### config.mk
export PLATFORM = sky130hd
export DESIGN_NAME = dimension_string_parser
export DESIGN_NICKNAME = d
export VERILOG_FILES = /design/src/sv/dimstr_pkg.sv /design/src/sv/dimstr_front.sv /design/src/sv/dimstr_queue.sv /design/src/sv/dimstr_back.sv /design/src/sv/dimension_string_parser.sv
export SDC_FILE = /design/constraint.sdc
export NUM_CORES = 1
export LEC_CHECK = 0
export ABC_AREA = 1
export BUFFER_PORTS_ARGS = -buffer_cell sky130_fd_sc_hd__buf_4
export CAP_MARGIN = 20
export CORE_MARGIN = 3
export CORE_UTILIZATION = 40
export CTS_CLUSTER_DIAMETER = 50
export DETAILED_ROUTE_END_ITERATION = 6
export GPL_TIMING_DRIVEN = 0
export PLACE_DENSITY = 0.57
export SYNTH_ARGS = -nofsm -noshare
export SYNTH_HDL_FRONTEND = slang
export SYNTH_SLANG_ARGS = --single-unit
### constraint.sdc
create_clock -name clk -period 4.5 [get_ports clk]
set_input_delay 0.45 -clock clk [delete_from_list [all_inputs] [get_ports clk]]
set_output_delay 0.45 -clock clk [all_outputs]
set_load 0.01 [all_outputs]
### src/sv/dimstr_pkg.sv
// Shared types, codes and constants for the dimension string parser.
`timescale 1ns / 1ps
package dimstr_pkg;

	localparam int DEF_WHOLE_BITS      = 32;
	localparam int DEF_FRACTION_BITS   = 24;
	localparam int DEF_FRACTION_DIGITS = 7;
	localparam int QUEUE_DEPTH         = 2;

	// Character classes produced by the front end.
	localparam logic [2:0] CLS_SKIP  = 3'd0;
	localparam logic [2:0] CLS_DIGIT = 3'd1;
	localparam logic [2:0] CLS_SEP   = 3'd2;
	localparam logic [2:0] CLS_WS    = 3'd3;
	localparam logic [2:0] CLS_OTHER = 3'd4;

	// Letters that may appear in a unit.
	localparam logic [2:0] LET_NONE = 3'd0;
	localparam logic [2:0] LET_E    = 3'd1;
	localparam logic [2:0] LET_M    = 3'd2;
	localparam logic [2:0] LET_C    = 3'd3;
	localparam logic [2:0] LET_P    = 3'd4;
	localparam logic [2:0] LET_T    = 3'd5;
	localparam logic [2:0] LET_X    = 3'd6;

	// Parser phases.
	localparam logic [2:0] PH_LEAD  = 3'd0;
	localparam logic [2:0] PH_INT   = 3'd1;
	localparam logic [2:0] PH_SEP   = 3'd2;
	localparam logic [2:0] PH_FRAC  = 3'd3;
	localparam logic [2:0] PH_MID   = 3'd4;
	localparam logic [2:0] PH_UNIT1 = 3'd5;
	localparam logic [2:0] PH_TAIL  = 3'd6;

	// Unit codes as reported.
	localparam logic [2:0] UNIT_PX = 3'd0;
	localparam logic [2:0] UNIT_EM = 3'd1;
	localparam logic [2:0] UNIT_MM = 3'd2;
	localparam logic [2:0] UNIT_CM = 3'd3;
	localparam logic [2:0] UNIT_PT = 3'd4;

	typedef struct packed {
		logic       last;
		logic [2:0] cls;
		logic [2:0] letter;
		logic [3:0] digit;
	} token_t;

	function automatic logic [63:0] pow10(int k);
		logic [63:0] p;
		p = 64'd1;
		for (int i = 0; i < k; i++) begin
			p = p * 64'd10;
		end
		return p;
	endfunction

endpackage

### src/sv/dimstr_front.sv
// Front end: accepts character beats, classifies them and tracks string termination.
`timescale 1ns / 1ps
module dimstr_front (
	input  logic                 clk,
	input  logic                 arst_n,
	input  logic                 char_valid,
	output logic                 char_ready,
	input  logic [7:0]           character,
	input  logic                 final_req,
	input  logic                 q_full,
	output logic                 push,
	output dimstr_pkg::token_t   tok
);
	import dimstr_pkg::*;

	logic terminated_q;
	logic accept;

	assign char_ready = !q_full;
	assign accept     = char_valid && char_ready;
	assign push       = accept;

	always_comb begin
		tok.last   = final_req;
		tok.digit  = character[3:0];
		tok.letter = LET_NONE;
		case (character)
			8'h65:   tok.letter = LET_E;
			8'h6D:   tok.letter = LET_M;
			8'h63:   tok.letter = LET_C;
			8'h70:   tok.letter = LET_P;
			8'h74:   tok.letter = LET_T;
			8'h78:   tok.letter = LET_X;
			default: tok.letter = LET_NONE;
		endcase
		if (terminated_q || character == 8'h00) begin
			tok.cls = CLS_SKIP;
		end else if (character inside {[8'h30:8'h39]}) begin
			tok.cls = CLS_DIGIT;
		end else if (character inside {8'h2E, 8'h2C}) begin
			tok.cls = CLS_SEP;
		end else if (character inside {8'h20, [8'h09:8'h0D]}) begin
			tok.cls = CLS_WS;
		end else begin
			tok.cls = CLS_OTHER;
		end
	end

	// A zero byte ends the string; everything up to the final beat is then ignored.
	always_ff @(posedge clk or negedge arst_n) begin
		if (!arst_n) begin
			terminated_q <= 1'b0;
		end else if (accept) begin
			if (final_req) begin
				terminated_q <= 1'b0;
			end else if (character == 8'h00) begin
				terminated_q <= 1'b1;
			end
		end
	end

endmodule

### src/sv/dimstr_queue.sv
// Short token queue between the front end and the back end.
`timescale 1ns / 1ps
module dimstr_queue (
	input  logic                 clk,
	input  logic                 arst_n,
	input  logic                 push,
	input  dimstr_pkg::token_t   push_tok,
	output logic                 full,
	input  logic                 pop,
	output logic                 head_valid,
	output dimstr_pkg::token_t   head_tok
);
	import dimstr_pkg::*;

	localparam int PW = (QUEUE_DEPTH > 1) ? $clog2(QUEUE_DEPTH) : 1;
	localparam int CW = $clog2(QUEUE_DEPTH + 1);

	token_t        slot_q [QUEUE_DEPTH];
	logic [PW-1:0] wr_ptr_q;
	logic [PW-1:0] rd_ptr_q;
	logic [CW-1:0] count_q;
	logic          do_push;
	logic          do_pop;

	assign full       = (count_q == CW'(QUEUE_DEPTH));
	assign head_valid = (count_q != '0);
	assign head_tok   = slot_q[rd_ptr_q];
	assign do_push    = push && !full;
	assign do_pop     = pop && head_valid;

	always_ff @(posedge clk) begin
		if (do_push) begin
			slot_q[wr_ptr_q] <= push_tok;
		end
	end

	always_ff @(posedge clk or negedge arst_n) begin
		if (!arst_n) begin
			wr_ptr_q <= '0;
			rd_ptr_q <= '0;
			count_q  <= '0;
		end else begin
			if (do_push) begin
				wr_ptr_q <= (wr_ptr_q == PW'(QUEUE_DEPTH - 1)) ? '0 : wr_ptr_q + 1'b1;
			end
			if (do_pop) begin
				rd_ptr_q <= (rd_ptr_q == PW'(QUEUE_DEPTH - 1)) ? '0 : rd_ptr_q + 1'b1;
			end
			case ({do_push, do_pop})
				2'b10:   count_q <= count_q + 1'b1;
				2'b01:   count_q <= count_q - 1'b1;
				default: count_q <= count_q;
			endcase
		end
	end

	a_count_bound: assert property (@(posedge clk) disable iff (!arst_n)
		count_q <= CW'(QUEUE_DEPTH))
		else $error("queue fill count beyond depth");

	a_count_track: assert property (@(posedge clk) disable iff (!arst_n)
		(do_push && !do_pop) |=> count_q == $past(count_q) + 1'b1)
		else $error("queue count missed a push");

	a_pop_empty: assert property (@(posedge clk) disable iff (!arst_n)
		(count_q == '0) |-> !do_pop)
		else $error("pop from an empty queue");

endmodule

### src/sv/dimstr_back.sv
// Back end: runs the grammar over classified tokens, accumulates the value and holds the result.
`timescale 1ns / 1ps
module dimstr_back #(
	parameter int WHOLE_BITS      = dimstr_pkg::DEF_WHOLE_BITS,
	parameter int FRACTION_BITS   = dimstr_pkg::DEF_FRACTION_BITS,
	parameter int FRACTION_DIGITS = dimstr_pkg::DEF_FRACTION_DIGITS
) (
	input  logic                     clk,
	input  logic                     arst_n,
	input  logic                     tok_valid,
	input  dimstr_pkg::token_t       tok,
	output logic                     tok_pop,
	output logic                     result_valid,
	input  logic                     result_ready,
	output logic                     accepted,
	output logic [2:0]               unit_code,
	output logic [WHOLE_BITS-1:0]    whole_part,
	output logic [FRACTION_BITS-1:0] fraction_part
);
	import dimstr_pkg::*;

	localparam int WB = WHOLE_BITS;
	localparam int FB = FRACTION_BITS;
	localparam int CW = $clog2(FRACTION_DIGITS + 1);

	// Weight of the k-th fraction digit: 2^FB / 10^k rounded half up.
	logic [FB-1:0] weight_tab [FRACTION_DIGITS+1];
	for (genvar k = 0; k < FRACTION_DIGITS; k++) begin : g_weight
		localparam logic [63:0] P = pow10(k + 1);
		localparam logic [63:0] W = ((64'd1 << FB) + P / 64'd2) / P;
		assign weight_tab[k] = W[FB-1:0];
	end
	assign weight_tab[FRACTION_DIGITS] = '0;

	logic [2:0]    phase_q, phase_d;
	logic [WB-1:0] whole_q, whole_d;
	logic [FB-1:0] frac_q, frac_d;
	logic [CW-1:0] ndig_q, ndig_d;
	logic [2:0]    first_q, first_d;
	logic [2:0]    unit_q, unit_d;
	logic          failed_q, failed_d;

	logic          res_valid_q;
	logic          res_ok_q;
	logic [2:0]    res_unit_q;
	logic [WB-1:0] res_whole_q;
	logic [FB-1:0] res_frac_q;

	logic            out_free;
	logic            fire;
	logic            start_ok;
	logic            ok;
	logic [WB+3:0]   whole_x10;
	logic [WB-1:0]   whole_next;
	logic [FB+3:0]   frac_prod;
	logic [FB+4:0]   frac_sum;
	logic [FB-1:0]   frac_next;
	logic            frac_room;

	assign out_free = !res_valid_q || result_ready;
	assign fire     = tok_valid && (!tok.last || out_free);
	assign tok_pop  = fire;

	assign whole_x10 = {1'b0, whole_q, 3'b000} + {3'b000, whole_q, 1'b0}
		+ {{WB{1'b0}}, tok.digit};
	assign whole_next = (whole_x10[WB+3:WB] != 4'd0) ? {WB{1'b1}} : whole_x10[WB-1:0];

	assign frac_room = (ndig_q < CW'(FRACTION_DIGITS));
	assign frac_prod = {{FB{1'b0}}, tok.digit} * {4'b0000, weight_tab[ndig_q]};
	assign frac_sum  = {5'b00000, frac_q} + {1'b0, frac_prod};
	assign frac_next = (frac_sum[FB+4:FB] != 5'd0) ? {FB{1'b1}} : frac_sum[FB-1:0];

	assign start_ok = (tok.letter inside {LET_E, LET_M, LET_C, LET_P});

	always_comb begin
		phase_d  = phase_q;
		whole_d  = whole_q;
		frac_d   = frac_q;
		ndig_d   = ndig_q;
		first_d  = first_q;
		unit_d   = unit_q;
		failed_d = failed_q;
		if (tok.cls != CLS_SKIP && !failed_q) begin
			case (phase_q)
				PH_LEAD, PH_INT: begin
					if (tok.cls == CLS_DIGIT) begin
						whole_d = whole_next;
						phase_d = PH_INT;
					end else if (tok.cls == CLS_SEP) begin
						phase_d = PH_SEP;
					end else if (tok.cls == CLS_WS) begin
						if (phase_q == PH_INT) begin
							phase_d = PH_MID;
						end
					end else if (start_ok) begin
						first_d = tok.letter;
						phase_d = PH_UNIT1;
					end else begin
						failed_d = 1'b1;
					end
				end
				PH_SEP, PH_FRAC: begin
					if (tok.cls == CLS_DIGIT) begin
						phase_d = PH_FRAC;
						if (frac_room) begin
							frac_d = frac_next;
							ndig_d = ndig_q + 1'b1;
						end
					end else if (phase_q == PH_SEP) begin
						failed_d = 1'b1;
					end else if (tok.cls == CLS_WS) begin
						phase_d = PH_MID;
					end else if (start_ok) begin
						first_d = tok.letter;
						phase_d = PH_UNIT1;
					end else begin
						failed_d = 1'b1;
					end
				end
				PH_MID: begin
					if (tok.cls != CLS_WS) begin
						if (start_ok) begin
							first_d = tok.letter;
							phase_d = PH_UNIT1;
						end else begin
							failed_d = 1'b1;
						end
					end
				end
				PH_UNIT1: begin
					phase_d = PH_TAIL;
					if (first_q == LET_E && tok.letter == LET_M) begin
						unit_d = UNIT_EM;
					end else if (first_q == LET_M && tok.letter == LET_M) begin
						unit_d = UNIT_MM;
					end else if (first_q == LET_C && tok.letter == LET_M) begin
						unit_d = UNIT_CM;
					end else if (first_q == LET_P && tok.letter == LET_T) begin
						unit_d = UNIT_PT;
					end else if (first_q == LET_P && tok.letter == LET_X) begin
						unit_d = UNIT_PX;
					end else begin
						failed_d = 1'b1;
					end
				end
				PH_TAIL: begin
					if (tok.cls != CLS_WS) begin
						failed_d = 1'b1;
					end
				end
				default: failed_d = 1'b1;
			endcase
		end
		ok = !failed_d && (phase_d inside {PH_INT, PH_FRAC, PH_MID, PH_TAIL});
	end

	always_ff @(posedge clk or negedge arst_n) begin
		if (!arst_n) begin
			phase_q  <= PH_LEAD;
			whole_q  <= '0;
			frac_q   <= '0;
			ndig_q   <= '0;
			first_q  <= LET_NONE;
			unit_q   <= UNIT_PX;
			failed_q <= 1'b0;
		end else if (fire) begin
			if (tok.last) begin
				phase_q  <= PH_LEAD;
				whole_q  <= '0;
				frac_q   <= '0;
				ndig_q   <= '0;
				first_q  <= LET_NONE;
				unit_q   <= UNIT_PX;
				failed_q <= 1'b0;
			end else begin
				phase_q  <= phase_d;
				whole_q  <= whole_d;
				frac_q   <= frac_d;
				ndig_q   <= ndig_d;
				first_q  <= first_d;
				unit_q   <= unit_d;
				failed_q <= failed_d;
			end
		end
	end

	// Result register: a rejected string reports all fields as zero.
	always_ff @(posedge clk or negedge arst_n) begin
		if (!arst_n) begin
			res_valid_q <= 1'b0;
		end else if (fire && tok.last) begin
			res_valid_q <= 1'b1;
		end else if (result_ready) begin
			res_valid_q <= 1'b0;
		end
	end

	always_ff @(posedge clk) begin
		if (fire && tok.last) begin
			res_ok_q    <= ok;
			res_unit_q  <= ok ? unit_d : UNIT_PX;
			res_whole_q <= ok ? whole_d : '0;
			res_frac_q  <= ok ? frac_d : '0;
		end
	end

	assign result_valid  = res_valid_q;
	assign accepted      = res_ok_q;
	assign unit_code     = res_unit_q;
	assign whole_part    = res_whole_q;
	assign fraction_part = res_frac_q;

	a_reject_zero: assert property (@(posedge clk) disable iff (!arst_n)
		(res_valid_q && !res_ok_q) |->
			(res_unit_q == UNIT_PX && res_whole_q == '0 && res_frac_q == '0))
		else $error("rejected string carries a non-zero value");

	a_digit_bound: assert property (@(posedge clk) disable iff (!arst_n)
		ndig_q <= CW'(FRACTION_DIGITS))
		else $error("fraction digit count beyond limit");

	a_result_held: assert property (@(posedge clk) disable iff (!arst_n)
		(res_valid_q && !result_ready) |=> (res_valid_q && $stable(res_whole_q)
			&& $stable(res_frac_q) && $stable(res_ok_q)))
		else $error("pending result overwritten");

endmodule

### src/sv/dimension_string_parser.sv
// Top level of the dimension string parser: front end, token queue and back end.
`timescale 1ns / 1ps
// Reads a length string such as "12.5 mm" one character beat at a time and, on the
// beat flagged by final_req, returns one result beat with the verdict, the unit code
// (pixel when none is written), the saturating integer part and the binary fraction.
// Characters are accepted at one per cycle while the token queue has room; the back
// end runs its grammar and accumulate step on each token it takes. A result is
// registered once its final beat has passed through the two-entry queue, and that
// beat waits at the queue head while an earlier result is untaken, so the queue can fill.
// While a result waits to be taken, the queue keeps accepting characters, and the back
// end keeps consuming them until it meets the next final beat.
module dimension_string_parser #(
	parameter int WHOLE_BITS      = dimstr_pkg::DEF_WHOLE_BITS,
	parameter int FRACTION_BITS   = dimstr_pkg::DEF_FRACTION_BITS,
	parameter int FRACTION_DIGITS = dimstr_pkg::DEF_FRACTION_DIGITS
) (
	input  logic                     clk,
	input  logic                     arst_n,
	input  logic                     char_valid,
	output logic                     char_ready,
	input  logic [7:0]               character,
	input  logic                     final_req,
	output logic                     result_valid,
	input  logic                     result_ready,
	output logic                     accepted,
	output logic [2:0]               unit_code,
	output logic [WHOLE_BITS-1:0]    whole_part,
	output logic [FRACTION_BITS-1:0] fraction_part
);
	import dimstr_pkg::*;

	token_t front_tok;
	token_t head_tok;
	logic   push;
	logic   q_full;
	logic   head_valid;
	logic   pop;

	dimstr_front u_front (
		.clk        (clk),
		.arst_n     (arst_n),
		.char_valid (char_valid),
		.char_ready (char_ready),
		.character  (character),
		.final_req  (final_req),
		.q_full     (q_full),
		.push       (push),
		.tok        (front_tok)
	);

	dimstr_queue u_queue (
		.clk        (clk),
		.arst_n     (arst_n),
		.push       (push),
		.push_tok   (front_tok),
		.full       (q_full),
		.pop        (pop),
		.head_valid (head_valid),
		.head_tok   (head_tok)
	);

	dimstr_back #(
		.WHOLE_BITS      (WHOLE_BITS),
		.FRACTION_BITS   (FRACTION_BITS),
		.FRACTION_DIGITS (FRACTION_DIGITS)
	) u_back (
		.clk           (clk),
		.arst_n        (arst_n),
		.tok_valid     (head_valid),
		.tok           (head_tok),
		.tok_pop       (pop),
		.result_valid  (result_valid),
		.result_ready  (result_ready),
		.accepted      (accepted),
		.unit_code     (unit_code),
		.whole_part    (whole_part),
		.fraction_part (fraction_part)
	);

endmodule

# --- Yosys cells after proc, flatten, opt, wreduce, memory -nomap -nowiden ---
# Memories as Yosys holds them, arrays and structs flattened.
# Cells that the tools add are included.
classes:
  addsub: 8
  n_mul: 1
  n_div: 0
  order_cmp: 6
  n_eq_ne: 41
  n_shift: 0
  muxes: 78
  bitwise_logic: 1
  reduce_logical: 45
ops:
  columns: ["op", "n"]
  rows:
  - ["$mux W24", 8]
  - ["$mux W32", 5]
  - ["$mux W3", 37]
  - ["$eq A8 B7 Y1 const B", 6]
  - ["$add A35 B33 Y36", 1]
  - ["$add A36 B4 Y36", 1]
  - ["$add A24 B28 Y29", 1]
  - ["$mul A4 B24 Y28", 1]
  - ["$eq A3 B2 Y1 const B", 9]
  - ["$eq A3 B3 Y1 const B", 9]
  - ["$eq A8 B6 Y1 const B", 3]
  - ["$mux W1", 23]
  - ["$reduce_bool A2 Y1", 10]
  - ["$pmux W3 S6", 1]
  - ["$reduce_bool A4 Y1", 4]
  - ["$eq A3 B1 Y1 const B", 5]
  - ["$ne A3 B2 Y1 const B", 5]
  - ["$logic_and A1 B1 Y1", 14]
  - ["$pmux W3 S4", 1]
  - ["$pmux W3 S3", 1]
  - ["$ge A8 B4 Y1 const B", 1]
  - ["$ge A8 B6 Y1 const B", 1]
  - ["$le A8 B4 Y1 const B", 1]
  - ["$le A8 B6 Y1 const B", 1]
  - ["22 further kinds", 31]
word_totals:
  register_bits: 135
  latchBits: 0
  mem_bits_rw: 22
  romBits: 192
  in_bits: 13
  out_inout_bits: 62
  memories: 2
mem_list:
  columns: ["name", "words", "word_bits", "rd", "rd_ports_with_merged_regs", "wr", "line_no", "text"]
  rows:
  - ["(no name shown)", 8, 24, 1, 0, 0, "dimstr_back.sv:69", "assign frac_prod = {{FB{1'b0}}, tok.digit} * {4'b0000, weight_tab[ndig_q]};"]
  - ["u_queue.slot_q", 2, 11, 1, 0, 1, "dimstr_queue.sv:18", "token_t slot_q [QUEUE_DEPTH];"]

# --- Depth between registers and ports, before layout ---
# Gate-level depths: netlist of run 1.
depth:
  depth_word: 13
  mapped_depth: 26
  depth_no_buf: 25

# --- Modules after synthesis ---
# A second synthesis of run 1 with hierarchy kept.
hier_totals:
  hier_cells: 1921
  area_unflattened_um2: 14010.9
by_module_without_submodules:
  columns: ["module", "n_inst", "cells_per_inst", "area_per_inst_um2", "seq_area_each_um2"]
  rows:
  - ["dimstr_back", 1, 1765, 12637.1, 3553.4]
  - ["dimstr_queue", 1, 89, 1032.2, 760.7]
  - ["dimstr_front", 1, 67, 341.6, 25.0]

# --- Worst setup path before layout of run 1 ---
# Ideal clock, no wire load.
synth_path:
  path_kind: "register -> register"
  start: "register u_queue.rd_ptr_q"
  end: "register u_back.res_frac_q[21], in the netlist u_back.fraction_part[21], data pin"
  setup_time_ns: 0.251
  arrival_ns: 4.533
  setup_slack_ns: -0.284
  stages_incl_launch_ff: 25
  n_path_buf: 2
  cell_sequence: "dfrtp_1 inv_2 or2_2 o21ai_0 clkbuf_1 nor2_1 fa_1 fa_1 inv_1 fa_1 inv_1 ha_1 a21oi_1 o21ai_0 inv_1 nor2_1 nor2_1 nand3_1 nand2_1 nand2_1 nor2_4 buf_4 nand3_1 nand2_1 nor2_2"
synth_between:
  elab_chain_len: 12
  word_cells_on_any_way: 59
  classes_between: "add/sub (1); mul (1); eq/ne (14); mux (30); reduce/logical (12); memory (1)"
synth_lines:
  columns: ["item", "line_no", "text"]
  rows:
  - ["start: declaration", "dimstr_queue.sv:20", "logic [PW-1:0] rd_ptr_q;"]
  - ["start signal: assignment", "dimstr_queue.sv:47", "rd_ptr_q <= (rd_ptr_q == PW'(QUEUE_DEPTH - 1)) ? '0 : rd_ptr_q + 1'b1;"]
  - ["$mem_v2 Z2 W11 *", null, null]
  - ["branches (longest 11 deep; another with $add A24 B28 Y29)", null, null]
  - ["end signal: assignment", "dimstr_back.sv:203", "res_frac_q <= ok ? frac_d : '0;"]
  - ["end: declaration", "dimstr_back.sv:47", "logic [FB-1:0] res_frac_q;"]
# Every way passes the cells marked *.
# A chain may end at the register's enable or synchronous reset.

# --- Worst setup path in the final report of run 1 ---
layout_path:
  start: "register u_queue.rd_ptr_q"
  end: "register u_back.res_frac_q[11], in the netlist u_back.fraction_part[11], data pin"
# The elaborated chain is that of the path after synthesis.

==> summary.md, run 1 <==
| Metric | Value |
|---|---|
| Avg Synthesized Cell Area | `7.471 µm²` |
| Length of the first detailed-routing pass in iterations | `5` |
| Cells after DPL | `~2300` |
| Maximum number of pins on one net before global-route repair | `between 70 and 80` |
| Initial antenna violation count | `0` |
| Cell variety after synth | `47` |
| Die extent in x | `between 150 and 200 µm` |
| FFs w/ async S/R, synth | `0.4777` |
| Number of buffers on the longest clock path | `2` |
| Die Y-Extent | `~190 µm` |
| Data required time at the worst endpoint | `about 4700 ps` |
| Detailed-route vias per instance | `4.999` |
| Post-synth top area cell | `sky130_fd_sc_hd__edfxtp_1` |
| WL per Instance | `between 15 and 20 µm` |
| Count of pins over their slew limit | `0` |
| Final core occ | `0.5116` |
| Wire length of the first global-routing pass | `roughly 63000 µm` |
| Main flop type after synthesis | `sky130_fd_sc_hd__edfxtp_1` |
| Type of the most critical hold path | `primary input to flip-flop` |
| Remaining Overflow, GRT | `0` |
| Synth-to-Final Area Change | `24.62%` |
| Type of destination of the critical path | `flip-flop` |
| Post-synth EDFFs | `82` |
| Fmax | `between 200 and 250 MHz` |
| Hold violation total from the final report | `0` |
| RePlAce Congestion | `~0.96` |
| Number of filler instances in the final layout | `approximately 3200` |
| Antenna Cells | `0` |
| Number of antenna-violating nets in the routed design | `0` |
| Initial Util | `0.4105` |
| Initial detailed-routing violation count | `618` |
| Count of vias placed by the detailed router | `around 12000` |
| Max-Slew Margin vs Limit | `0.3428` |
| Setup repair after global routing missed its margin | `true` |
| Least-Margin Pin Slew | `982.1 ps` |
| Net count after synthesis | `1983` |
| Outcome | `complete, but fails checks` |
| Share of the synthesized area in the top cell type | `0.1825` |
| Clk Tree Root Cell | `sky130_fd_sc_hd__clkbuf_16` |
| Slowest stage delay, CP | `approximately 520 ps` |
| Deepest level of the CTS H-tree | `4` |
| Clk Latency, worst-skew pair | `roughly 460 ps` |
| Total CTS buffers | `17` |
| Crit start category | `flip-flop` |
| Worst Slack Setup Final | `-99.66 ps` |
| Minimum clock period after layout | `between 4000 and 5000 ps` |
| Sink Count | `157` |
| Most numerous cell on the critical path | `sky130_fd_sc_hd__nand2_2` |
| Largest fanout of any net on the critical path | `10` |
| Number of warnings printed during yosys synthesis | `0` |
| Nets | `2135` |
| Share of cells above drive strength 1 | `0.2390` |
| CP delay by family, top | `adder cells` |
| Clock Skew | `between 10 and 15 ps` |
| Flops & latches, synth | `157` |
| Startpoint-to-endpoint class of the critical path | `flip-flop to flip-flop` |
| TritonCTS clock tree | `done` |
| Placeable Area | `about 33000 µm²` |
| Overall routing resource usage | `0.2198` |
| Number of standard-cell rows in the floorplan | `66` |
| Clock transition at the registers of the reported paths | `~70 ps` |
| Slowest cell on the critical path | `sky130_fd_sc_hd__fa_1` |
| Number of buffers added on ports | `74` |
| DRC violation count after routing | `0` |
| Violated checks | `setup timing` |
| Mapped Area | `~13000 µm²` |
| Post-route clock period utilization | `1.022` |
| Number of standard cells in the final layout excluding fillers | `2413` |
| Die Area | `between 30000 and 40000 µm²` |
| Wirelength, routed | `roughly 38000 µm` |
| Max-cap check violation count | `0` |
| Post-detail-place hpwl | `a little under 30000 µm` |
| Endpoints failing setup | `33` |
| Ordered cell list for the critical path | `buf_12 > o21ai_4 > buf_6 > nor2_4 > buf_4 > fa_1 > fa_1 > inv_1 > fa_1 > inv_1 > ha_4 > a21o_1 > a21oi_2 > nand2_2 > nand2_2 > nand2_2 > nand2_2 > nand3_2 > nor2_4 > buf_12 > buf_12 > nand2_1 > nand2_2 > nor2_2` |
| Proportion of synthesized chip area in sequential cells | `0.3216` |
| Sum of buffers and inverters on the critical path | `7` |
| Number of primary I/O pins | `75` |
| Vias in the first global route | `approximately 12000` |
| Cell count after synthesis | `around 1800` |
| Critical Path AT | `~4800 ps` |
| Largest cells by area after synthesis | `sky130_fd_sc_hd__edfxtp_1 18%, sky130_fd_sc_hd__nand2_1 14%, sky130_fd_sc_hd__dfrtp_1 14%, sky130_fd_sc_hd__ha_1 10%, sky130_fd_sc_hd__inv_1 8.2%` |
## area by class of cell
type	instances	area [µm²]	share of cell area
Clock buffer	18	429.2	0.02552
Tap cell	442	553.0	0.03289
Inverter	300	1134	0.06742
Sequential cell	157	4342	0.2582
Multi-Input combinational cell	1312	8736	0.5195
Buffer	36	285.3	0.01697
Timing Repair Buffer	134	1130	0.06719
Clock inverter	14	206.4	0.01228
## synth_stat cells, types with 13 or more instances
library cell	instances
sky130_fd_sc_hd__or2_2	41
sky130_fd_sc_hd__xnor2_1	28
sky130_fd_sc_hd__nor2_2	28
sky130_fd_sc_hd__o21ai_0	50
sky130_fd_sc_hd__fa_1	54
sky130_fd_sc_hd__nand4_1	35
sky130_fd_sc_hd__o21bai_1	13
sky130_fd_sc_hd__dfrtp_1	75
sky130_fd_sc_hd__inv_1	294
sky130_fd_sc_hd__a21oi_1	55
sky130_fd_sc_hd__nand3_1	107
sky130_fd_sc_hd__ha_1	110
sky130_fd_sc_hd__nor2_1	191
sky130_fd_sc_hd__clkbuf_1	15
sky130_fd_sc_hd__edfxtp_1	82
sky130_fd_sc_hd__nand2_1	504
## worst paths after layout
path	start	slack [ps]	cells after the start	to
setup / recovery	u_queue.rd_ptr_q	-100	24	u_back.fraction_part[11]
hold / removal	final_req	200	1	u_queue.slot_q[1][10]
setup reg to reg	u_queue.rd_ptr_q	-100	24	u_back.fraction_part[11]
hold reg to reg	u_back.frac_q[12]	490	2	u_back.frac_q[12]
max in group asynchronous	arst_n	3420	3	u_back.ndig_q[2]
min in group asynchronous	arst_n	440	2	u_back.whole_q[9]
## flip-flops by register name (all words and copies together), names as in the netlist, 3 cells and up
register	cells
u_back.unit_code	3
u_back.phase_q	3
u_back.fraction_part	24
u_back.first_q	3
u_back.unit_q	3
u_back.ndig_q	3
u_queue.slot_q	22
u_back.frac_q	24
u_back.whole_q	32
u_back.whole_part	32
## stage by stage
step | setup slack, ps | instance area, µm² | setup TNS (ps) | hold slack [ps]
floorplan | 3.240 | 13520 | 0 | 154.4
global placement | -1631 | 14620 | -128910 | 466.5
detailed placement | -989.8 | 14670 | -44260 | 474.1
CTS | -55.05 | 16420 | -592.8 | 178.1
global route | -338.2 | 16810 | -13300 | 182.9
finish | -99.66 | 16810 | -1737 | 196.3
## timing repair
| action | 4_1_cts | 5_1_grt |
|---|---|---|
| gates cloned | 3 | 0 |
| gates resized for setup | 191 | 98 |
| hold buffers | 0 | 1 |
| pin swaps | 82 | 39 |
| endpoints found under the setup margin | 87 | 58 |
| endpoints found under the hold margin | 0 | 19 |
| setup buffers | 46 | 9 |
## per-layer routing
metal  wire length [µm]  GRT usage
met3               1431    0.03759
met4                935    0.07165
met1              16930     0.2789
met2              19010     0.3817
met5                  0          0
## logic make-up (layout without fill, tap and decap cells)
group           count (synthesis)  count (layout)  share of synthesized area
compound gates                161             161                    0.06797
xor+xnor                       39              39                    0.02532
fa+ha+maj                     164             164                     0.1821
buf+inv                       337             502                    0.09913
flops                         157             157                     0.3216
mux                             1               1                  0.0007419
simple gates                  947             947                     0.3031
## cell usage in the layout (no fill, tap or decap), drive strengths merged, types with 28 or more instances in the layout
| cell type | n |
|---|---|
| nand2 | 512 |
| inv | 306 |
| nor2 | 223 |
| buf | 156 |
| ha | 110 |
| nand3 | 109 |
| edfxtp | 82 |
| dfrtp | 75 |
| o21ai | 64 |
| a21oi | 56 |
| fa | 54 |
| or2 | 42 |
| nand4 | 35 |
| clkbuf | 31 |
| xnor2 | 28 |
Power of run 1 is left out: the tool's default activity adds up to more than one toggle a clock period on the data nets, which glitch-free logic cannot reach.
==> inputs of run 2 (changes only) <==
--- a/config.mk
+++ b/config.mk
@@ -14,6 +14,7 @@
 export DETAILED_ROUTE_END_ITERATION = 6
 export GPL_TIMING_DRIVEN = 0
 export PLACE_DENSITY = 0.57
+export SKIP_LAST_GASP = 1
 export SYNTH_ARGS = -nofsm -noshare
 export SYNTH_HDL_FRONTEND = slang
 export SYNTH_SLANG_ARGS = --single-unit
==> constraint.sdc (replaced) <==
create_clock -name clk -period 4.5 [get_ports clk]
set_input_delay 0.45 -clock clk [delete_from_list [all_inputs] [get_ports clk]]
set_output_delay 0.45 -clock clk [all_outputs]
set_load 0.1 [all_outputs]
==> run 2 against run 1 <==
  * Critical path type unchanged
  * Cell count unchanged
  * Clock-buffer cell count stayed put
  * Global-route usage about the same
  * Final area shrank 0.53%
  * Sequential share of layout area grew 0.14 points
  * The run still ends with setup timing left
  * Hold slack improved by 5.0 ps
==> summary.md, run 2 (synthesis results as in run 1) <==
| Metric | Value |
|---|---|
| Number of antenna-violating nets in the routed design | `0 (unchanged)` |
| Die Area | `35970 µm² (unchanged)` |
| TritonCTS clock tree | `done` |
| Total CTS buffers | `17 (unchanged)` |
| Post-route clock period utilization | `1.030 (+0.007548)` |
| Fmax | `215.8 MHz (-0.73%)` |
| Initial antenna violation count | `0 (unchanged)` |
| Type of destination of the critical path | `flip-flop` |
| Largest fanout of any net on the critical path | `10 (unchanged)` |
| Least-Margin Pin Slew | `979.6 ps (-2.499 ps)` |
| Most used cells in the layout excluding fill and tap cells | `451 x sky130_fd_sc_hd__nand2_1, 272 x sky130_fd_sc_hd__inv_1, 160 x sky130_fd_sc_hd__nor2_1, 121 x sky130_fd_sc_hd__buf_4, 98 x sky130_fd_sc_hd__nand3_1` |
| Die extent in x | `189.7 µm (unchanged)` |
| Initial detailed-routing violation count | `682 (+10%)` |
| Number of filler instances in the final layout | `3235 (-0.062%)` |
| Count of vias placed by the detailed router | `12080 (+0.16%)` |
| Number of buffers added on ports | `74 (unchanged)` |
| Initial Util | `0.4105 (unchanged)` |
| Data required time at the worst endpoint | `4710 ps (about the same)` |
| Maximum number of pins on one net before global-route repair | `76 (unchanged)` |
| Violated checks | `setup timing` |
| Minimum clock period after layout | `4634 ps (+33.97 ps)` |
| Placeable Area | `32870 µm² (unchanged)` |
| Detailed-route vias per instance | `5.007 (+0.16%)` |
| Wire length of the first global-routing pass | `62940 µm (+0.15%)` |
| Synth-to-Final Area Change | `23.96%` |
| DRC violation count after routing | `0 (unchanged)` |
| Die Y-Extent | `189.7 µm (unchanged)` |
| Type of the most critical hold path | `primary input to flip-flop` |
| Accumulated negative setup slack | `-2782 ps (-1044 ps)` |
| RePlAce Congestion | `0.9632 (unchanged)` |
| Setup repair after global routing missed its margin | `true` |
| Post-detail-place hpwl | `29090 µm (unchanged)` |
| Vias in the first global route | `12190 (+0.11%)` |
| Length of the first detailed-routing pass in iterations | `5 (unchanged)` |
| Number of standard-cell rows in the floorplan | `66 (unchanged)` |
| Deepest level of the CTS H-tree | `4 (unchanged)` |
| Cells after DPL | `2324 (unchanged)` |
| Nets | `2135 (unchanged)` |
| Most frequent standard cell in the layout excluding fill and tap cells | `sky130_fd_sc_hd__nand2_1` |
| Clk Tree Root Cell | `sky130_fd_sc_hd__clkbuf_16` |
| Max-Slew Margin vs Limit | `0.3445 (+0.001672)` |
| Hold violation total from the final report | `0 (unchanged)` |
| Number of primary I/O pins | `75 (unchanged)` |
| Max-cap check violation count | `0 (unchanged)` |
| Endpoints failing setup | `46 (+39%)` |
| WL per Instance | `15.84 µm (-0.24%)` |
| Outcome | `complete, but fails checks` |
| Overall routing resource usage | `0.2200 (about the same)` |
| Crit start category | `flip-flop` |
| Remaining Overflow, GRT | `0 (unchanged)` |
| Clk Latency, worst-skew pair | `450 ps (about the same)` |
| Number of buffers on the longest clock path | `2 (unchanged)` |
| Share of cells above drive strength 1 | `0.2334 (-0.005581)` |
| Count of pins over their slew limit | `0 (unchanged)` |
| Clock Skew | `11.74 ps (-1.422 ps)` |
| Clock transition at the registers of the reported paths | `70 ps (about the same)` |
| Worst Slack Setup Final | `-133.6 ps (-33.97 ps)` |
| Wirelength, routed | `38210 µm (-0.24%)` |
| Sink Count | `157 (unchanged)` |
| Antenna Cells | `0 (unchanged)` |
| Critical Path AT | `4850 ps (+30 ps)` |
| Startpoint-to-endpoint class of the critical path | `flip-flop to flip-flop` |
| Number of standard cells in the final layout excluding fillers | `2413 (unchanged)` |
[run 2: area by class of cell]
| cell class | count | area (µm²) | area share |
|---|---|---|---|
| Clock inverter | 14 | 206.4 | 0.01234 |
| Clock buffer | 18 | 429.2 | 0.02566 |
| Inverter | 300 | 1131 | 0.06762 |
| Sequential cell | 157 | 4342 | 0.2596 |
| Buffer | 36 | 270.3 | 0.01616 |
| Tap cell | 442 | 553.0 | 0.03306 |
| Multi-Input combinational cell | 1312 | 8688 | 0.5195 |
| Timing Repair Buffer | 134 | 1106 | 0.06613 |
[run 2: per-layer routing]
| metal | wire length (µm) | vias up | GRT usage | part of all wire |
|---|---|---|---|---|
| met5 | 0 | - | 0 | 0 |
| met4 | 988 | 0 | 0.06909 | 0.026 |
| met3 | 1446 | 65 | 0.03722 | 0.038 |
| met2 | 18950 | 265 | 0.3833 | 0.50 |
| met1 | 16820 | 5713 | 0.2792 | 0.44 |
| li1 | - | 6039 | - | - |
[run 2: worst max-delay path, stage by stage (launching register included)]
cell and delay (ps):
sky130_fd_sc_hd__dfrtp_2 450, sky130_fd_sc_hd__buf_12 160, sky130_fd_sc_hd__o21ai_4 270, sky130_fd_sc_hd__buf_6 150
sky130_fd_sc_hd__nor2_4 40, sky130_fd_sc_hd__buf_4 150, sky130_fd_sc_hd__fa_1 390, sky130_fd_sc_hd__fa_1 520
sky130_fd_sc_hd__inv_1 50, sky130_fd_sc_hd__fa_1 510, sky130_fd_sc_hd__inv_2 50, sky130_fd_sc_hd__ha_4 230
sky130_fd_sc_hd__a21o_1 220, sky130_fd_sc_hd__a21oi_2 170, sky130_fd_sc_hd__nand2_2 120, sky130_fd_sc_hd__nand2_2 80
sky130_fd_sc_hd__nand2_2 70, sky130_fd_sc_hd__nand2_2 70, sky130_fd_sc_hd__nand3_2 70, sky130_fd_sc_hd__nor2_4 120
sky130_fd_sc_hd__buf_12 140, sky130_fd_sc_hd__buf_8 150, sky130_fd_sc_hd__nand2_1 70, sky130_fd_sc_hd__nand2_2 90
sky130_fd_sc_hd__nor2_2 50
[run 2: path summary, 6_finish.rpt]
| check | start | end | slack (ps) | depth (start not counted) |
|---|---|---|---|---|
| max in group asynchronous | arst_n | u_back.ndig_q[2] | 3410 | 3 |
| worst min register to register | u_back.frac_q[12] | u_back.frac_q[12] | 490 | 2 |
| min in group asynchronous | arst_n | u_back.whole_q[9] | 450 | 2 |
| worst min-delay path | final_req | u_queue.slot_q[1][10] | 200 | 1 |
| worst max-delay path | u_queue.rd_ptr_q | u_back.fraction_part[11] | -130 | 24 |
| worst max register to register | u_queue.rd_ptr_q | u_back.fraction_part[11] | -130 | 24 |
[run 2: stage by stage]
step                      utilization  cell area, µm²  setup slack [ps]  hold WS [ps]
after detailed placement       0.4464           14670            -989.8         474.1
after floorplan                     -           13520             3.240         154.4
final                          0.5089           16730            -133.6         201.2
after global placement         0.4450           14620             -1631         466.5
after CTS                      0.4995           16420            -55.05         178.1
after global routing           0.5089           16730            -356.5         182.9
[run 2: timing repair]
action | CTS | global route
buffers inserted | 46 | 8
endpoints found under the setup margin | 87 | 58
gates resized for setup | 188 | 73
endpoints found under the hold margin | 0 | 19
hold buffers | 0 | 1
gates cloned | 3 | 0
pin swaps | 82 | 35
Power of run 2 is left out for the same reason.
